<file path="src/design/tsbl_pkg.sv">
// Shared types, widths and codes for the timestamp bracket lookup block.
package tsbl_pkg;

    localparam int DEPTH       = 1024;
    localparam int FRAC_BITS   = 16;
    localparam int TS_W        = 64;
    localparam int IDX_W       = $clog2(DEPTH);
    localparam int CNT_W       = $clog2(DEPTH + 1);
    localparam int FRAC_CNT_W  = $clog2(FRAC_BITS);
    localparam int LOWER_W     = 10;
    localparam int UPPER_W     = 11;
    localparam int FRAC_W      = 16;
    localparam int OUT_DATA_W  = ((LOWER_W + UPPER_W + FRAC_W + 7) / 8) * 8;

    typedef logic [IDX_W-1:0]     t_idx;
    typedef logic [CNT_W-1:0]     t_cnt;
    typedef logic [TS_W-1:0]      t_ts;
    typedef logic [FRAC_BITS-1:0] t_frac;

    localparam t_cnt DEPTH_CNT = CNT_W'(DEPTH);

    typedef enum logic [1:0] {
        KIND_CLEAR  = 2'd0,
        KIND_APPEND = 2'd1,
        KIND_QUERY  = 2'd2
    } t_kind;

    typedef enum logic [3:0] {
        STS_OK       = 4'd0,
        STS_FULL     = 4'd1,
        STS_ORDER    = 4'd2,
        STS_EMPTY    = 4'd3,
        STS_SINGLE   = 4'd4,
        STS_MULTIPLE = 4'd5,
        STS_BEFORE   = 4'd6,
        STS_AFTER    = 4'd7,
        STS_INTERP   = 4'd8
    } t_status;

    typedef struct packed {
        logic start;
        t_ts  num;
        t_ts  den;
    } t_div_req;

endpackage

</file>
<file path="src/design/tsbl_frac_div.sv">
// Restoring divider for the interpolation fraction, one quotient bit per cycle.
module tsbl_frac_div (
    input  logic               i_clk,
    input  logic               i_rst_n,
    input  tsbl_pkg::t_div_req i_req,
    output logic               o_done,
    output tsbl_pkg::t_frac    o_quot
);

    logic                              r_busy;
    logic                              r_done;
    logic [tsbl_pkg::FRAC_CNT_W-1:0]   r_cnt;
    tsbl_pkg::t_ts                     r_rem;
    tsbl_pkg::t_ts                     r_den;
    tsbl_pkg::t_frac                   r_quot;

    logic [tsbl_pkg::TS_W:0] shifted;
    logic [tsbl_pkg::TS_W:0] diff;
    logic                    take;

    always_comb begin
        shifted = {r_rem, 1'b0};
        diff    = shifted - {1'b0, r_den};
        take    = (shifted >= {1'b0, r_den});
    end

    always_ff @(posedge i_clk) begin
        if (!i_rst_n) begin
            r_busy <= 1'b0;
            r_done <= 1'b0;
            r_cnt  <= '0;
        end else begin
            r_done <= 1'b0;
            if (i_req.start) begin
                r_busy <= 1'b1;
                r_cnt  <= '0;
            end else if (r_busy) begin
                r_cnt <= r_cnt + 1'b1;
                if (r_cnt == tsbl_pkg::FRAC_CNT_W'(tsbl_pkg::FRAC_BITS - 1)) begin
                    r_busy <= 1'b0;
                    r_done <= 1'b1;
                end
            end
        end
    end

    always_ff @(posedge i_clk) begin
        if (i_req.start) begin
            r_rem  <= i_req.num;
            r_den  <= i_req.den;
            r_quot <= '0;
        end else if (r_busy) begin
            r_rem  <= take ? diff[tsbl_pkg::TS_W-1:0] : shifted[tsbl_pkg::TS_W-1:0];
            r_quot <= {r_quot[tsbl_pkg::FRAC_BITS-2:0], take};
        end
    end

    assign o_done = r_done;
    assign o_quot = r_quot;

endmodule

</file>
<file path="config.mk">
export PLATFORM = sky130hd
export DESIGN_NAME = tsbl_frac_div
export DESIGN_NICKNAME = d
export VERILOG_FILES = /design/src/design/tsbl_pkg.sv /design/src/design/tsbl_frac_div.sv
export SDC_FILE = /design/constraint.sdc
export NUM_CORES = 1
export LEC_CHECK = 0
export ABC_AREA = 1
export BUFFER_PORTS_ARGS = -buffer_cell sky130_fd_sc_hd__buf_2
export CORE_MARGIN = 8
export CORE_UTILIZATION = 45
export DETAILED_ROUTE_END_ITERATION = 16
export GPL_TIMING_DRIVEN = 0
export SLEW_MARGIN = 0
export SYNTH_ARGS = -nofsm -noshare
export SYNTH_HDL_FRONTEND = slang
export SYNTH_SLANG_ARGS = --single-unit
</file>
<file path="constraint.sdc">
create_clock -name i_clk -period 4.6 [get_ports i_clk]
set_input_delay 0.46 -clock i_clk [delete_from_list [all_inputs] [get_ports i_clk]]
set_output_delay 0.46 -clock i_clk [all_outputs]
set_load 0.005 [all_outputs]
</file>
* Word level (Yosys, flattened, before mapping)
Index checks and enable logic that the tools add are counted.
Widths: inputs -> output; s select.
** Word-level totals
- Register bits :: 150
- Output and inout bits :: 17
- Latch bits :: 0
- Memories kept :: 0
- ROM bits :: 0
- Input port bits :: 131
- Bits in writable memories :: 0
- Logic and storage cells :: 22
** Operators by class
- Shift operators :: 0
- Reduce and logical (&&, ||, !) cells :: 3
- Mux-type cells :: 7
- $lt $le $gt $ge :: 1
- Div/mod/pow operators :: 0
- Bitwise gates (word level) :: 2
- Add/sub/neg operators :: 2
- $mul :: 0
- Eq/ne operators :: 1
** Operators by type and width (number)
- $mux 64 :: 3
- $ge 65x64->1 :: 1
- $sub 64x64->64 :: 1
- $add 4x1->4 const B :: 1
- $eq 4x4->1 const B :: 1
- $mux 1 :: 4
- $reduce_or 3->1 :: 1
- $not 1->1 :: 2
- $reduce_bool 2->1 :: 1
- $reduce_or 2->1 :: 1

* Logic depth before layout (Yosys ltp)
- Depth in word-level cells :: 4
- Depth in mapped cells :: 19
- Mapped depth without buffers :: 18

* Worst setup path before layout
OpenSTA, ideal clock, no wires.
- Path kind :: reg-to-reg
- From :: reg r_busy
- To :: reg r_rem[0] (enable)
- Library setup time :: 0.453 ns
- Cell stages (with the launch flop) :: 5
- Period minus slack after synthesis :: 3.190 ns
- Path buffers :: 2
- Setup slack :: 1.410 ns
- Arrival time :: 2.737 ns
- Data required time :: 4.147 ns
- Cells stage by stage :: dfxtp_1 clkbuf_1 nor2_1 inv_1 buf_1
** Between the ends
- Word-level cells in the longest chain between the ends :: 1
** RTL lines
- from (decl) :: line tsbl_frac_div.sv:10 : logic r_busy;
- from (signal assigned) :: line tsbl_frac_div.sv:29 : r_busy <= 1'b0;
- from (signal assigned) :: line tsbl_frac_div.sv:35 : r_busy <= 1'b1;
- from (signal assigned) :: line tsbl_frac_div.sv:40 : r_busy <= 1'b0;
- $reduce_bool 2->1 (no source line)
- to (signal assigned) :: line tsbl_frac_div.sv:49 : r_rem <= i_req.num;
- to (signal assigned) :: line tsbl_frac_div.sv:53 : r_rem <= take ? diff[tsbl_pkg::TS_W-1:0] : shifted[tsbl_pkg::TS_W-1:0];
- to (decl) :: line tsbl_frac_div.sv:13 : tsbl_pkg::t_ts r_rem;
No other way between the ends.
A chain may end at the register's enable or synchronous reset.

* Worst setup path in the final report
- From :: reg r_rem[37]
- To :: reg r_rem[47] (data pin)
** Between the ends
- Word-level cells in the longest chain between the ends :: 4
- Elaborated cells between the ends (all ways) :: 5
- Those cells by class :: 1 x add/sub; 1 x order compare; 3 x mux
** RTL lines
- $sub 64x64->64 or $ge 65x64->1 (tied branches) :: line tsbl_frac_div.sv:23, tsbl_frac_div.sv:24
- $mux 64 * :: line tsbl_frac_div.sv:53
- $mux 64 * :: line tsbl_frac_div.sv:52 : end else if (r_busy) begin
- $mux 64 * :: line tsbl_frac_div.sv:48 : if (i_req.start) begin
Every way passes the cells marked *; elsewhere a longest branch is shown, timed or not. The select of a mux whose other input is x is not followed.

==> results.toml <==
[run_status]
status = "finished clean"

[synth]
ys_seq_area_frac = 0.343
synth_edf_count = 128
ys_ff_latch = 150
syn_area_sq_um = 12500
syn_inst = 1935
syn_nets = 2132
synth_warnings = 0
synth_cell_type_count = 38
syn_area_per_cell_sq_um = 6.45
async_flop_share = 0
ys.flop_type = "edfxtp_1"

[finish]
fillers = 2887
layout_common_cells = "nand2_1, inv_1, buf_2, edfxtp_1, nand3_1"
multi_input_area_sq_um = 6420
drive_above_1_share = 0.108
syn2layout_area_growth_pct = 14.6
final_nets = 2299
instances_no_fill = 2493
regArea_sq_um = 4280
n_antenna_cell = 0
layout_commonest_cell = "nand2_1"

[drt]
first_iter_violations = 951
drt_wl_total_um = 44000
ant_nets = 0
num_vias = 12300
drtPass1Iterations = 6
drc = 0
viasPerCell = 4.95
drt-wirelength-per-cell_um = 17.6

[timing]
whs_ns = 0.165
setup_viol = 0
max_freq_mhz = 285
worstMarginPinSlew_ns = 1.17
timing.slew.headroom = 0.218
fin_crit_sh = 0.762
final.setup_skew_ns = 0.0121
timing_hold_violations_final = 0
drv_slew = 0
rsz0062_at_grt = "no"
fin_crit_ns = 3.51
fin_ws_ns = 1.09
fin_setup_tns_ns = 0

[global_routing]
grt_pass1_wl_um = 67000
antenna_found_initial = 0
grt_use_total = 0.266
grt_max_degree = 69
grt_overflow = 0
grt_pass1_vias = 12200

[critical_path]
path_buf_inv = 1
endpoint_kind = "flip-flop"
crit_required_ns = 4.81
criticalPathCategory = "flip-flop to flip-flop"
cp_max_fo = 10
path_common_cell = "nand2_1"
cp_slowest_cell = "clkbuf_1"
path_cells = "ha_1 -> nand2_1 -> nand2_1 -> a21oi_2 -> nand2_1 -> nand2_1 -> nand2_1 -> nand2_1 -> nand2_1 -> nor2_4 -> clkbuf_1 -> nand3b_1 -> nand3_1 -> nand2_1"
cp_slowest_stage_delay_ns = 0.66
cp-start-kind = "flip-flop"
crit_family = "simple AND/OR/NAND/NOR gates"
arrival_ns = 3.72

[clock_tree]
ctsHoldBuffers = 0
cts.sinks = 150
clock_path_buffers = 2
cts.clk_slew.worst_paths_ns = 0.07
cts_setup_buffers = 0
clk_latency_ns = 0.46
cts_buffers = 17
cts_tree = "done"
post_cts_resized = 0
htree_num_levels = 4
cts.root.buffer_cell = "clkbuf_16"

[die]
die_h_um = 183
fp.dieArea_sq_um = 33300
boundaryPins = 148
initial_core_util = 0.453
coreArea_sq_um = 27600
die_w_um = 183
row_count = 61

[hold_path]
hp-class = "input pin to flip-flop"

[placed_design]
dp.cells = 2461
post-dp-hpwl_um = 36800
dp_slack_ns = 1.19
numPortBuffers = 147
finalWeightedCongestion = 0.975

[power]
p_leak_nw = 7.89
ir_worst_vdd_mv = 0.400
p_per_area_nw_per_um2 = 449

[job]
drv_cap = 0
-- worst register-to-register path: stages, from the launching register on --
cell and delay (ns):
edfxtp_1 0.40, ha_1 0.45, nand2_1 0.12, nand2_1 0.12
a21oi_2 0.26, nand2_1 0.12, nand2_1 0.07, nand2_1 0.08
nand2_1 0.07, nand2_1 0.09, nor2_4 0.43, clkbuf_1 0.66
nand3b_1 0.15, nand3_1 0.16, nand2_1 0.08
-- per-layer routing --
metal / track usage / vias up / part of all wire
li1: - / 6271 / -
met1: 0.357 / 5648 / 0.46
met2: 0.424 / 371 / 0.44
met3: 0.0543 / 47 / 0.077
met4: 0.0833 / 0 / 0.023
met5: 0 / - / 0
-- state kept, by name (all words and copies together) (netlist names) --
signal and count:
r_busy 1, r_cnt 4, o_done 1, o_quot 16, r_rem 64, r_den 64
-- power by group --
part | internal, mW | switching (mW) | total [mW]
Combinational | 1.04 | 2.13 | 3.17
Sequential | 1.72 | 0.0884 | 1.81
Clock | 0.812 | 0.641 | 1.45
Total | 3.57 | 2.86 | 6.43
-- area by class of cell --
| cell class | instances | area share |
|---|---|---|
| Multi-Input combinational cell | 1325 | 0.449 |
| Sequential cell | 150 | 0.299 |
| Inverter | 424 | 0.111 |
| Timing Repair Buffer | 148 | 0.0530 |
| Tap cell | 378 | 0.0330 |
| Clock buffer | 17 | 0.0297 |
| Buffer | 36 | 0.0134 |
| Clock inverter | 15 | 0.0119 |
-- final timing paths --
path	from	to	slack (ns)	cells past startpoint
setup / recovery	r_rem[37]	r_rem[47]	1.09	14
hold / removal	i_req[14]	r_den[14]	0.17	1
setup reg to reg	r_rem[37]	r_rem[47]	1.09	14
hold reg to reg	r_cnt[3]	r_cnt[3]	0.48	2
-- synth_stat cells (3+ instances only) --
cell / n / share of area
clkbuf_1: 20 / 0.0060
buf_1: 5 / 0.0015
o21bai_1: 8 / 0.0048
edfxtp_1: 128 / 0.31
nor2_4: 3 / 0.0027
ha_1: 65 / 0.065
inv_2: 18 / 0.0054
nand3b_1: 62 / 0.037
inv_1: 404 / 0.12
o22ai_1: 14 / 0.0070
nor2_2: 8 / 0.0040
nand2_1: 784 / 0.24
nor3_1: 13 / 0.0052
nand3_1: 125 / 0.050
nand4_1: 16 / 0.0080
xnor2_1: 29 / 0.020
o21ai_0: 18 / 0.0072
dfxtp_1: 22 / 0.035
buf_6: 5 / 0.0045
nor2_1: 107 / 0.032
buf_2: 5 / 0.0020
a21oi_1: 53 / 0.021
-- cell families after synthesis --
family	synth area share
compound gates	0.0439
xor+xnor	0.0217
fa+ha+maj	0.0667
buf+inv	0.143
flops	0.343
simple gates	0.382
-- through the flow --
stage / area [sq um] / util / power [mW]
2_1_floorplan: 12500 / - / 3.95
3_3_place_gp: 13700 / 0.497 / 4.90
4_1_cts: 14300 / 0.520 / 6.40
6_report: 14300 / 0.520 / 6.43
5_1_grt: 14300 / 0.520 / 6.87
3_5_place_dp: 13700 / 0.498 / 4.93
No activity file was read; power rests on OpenSTA's default activity.
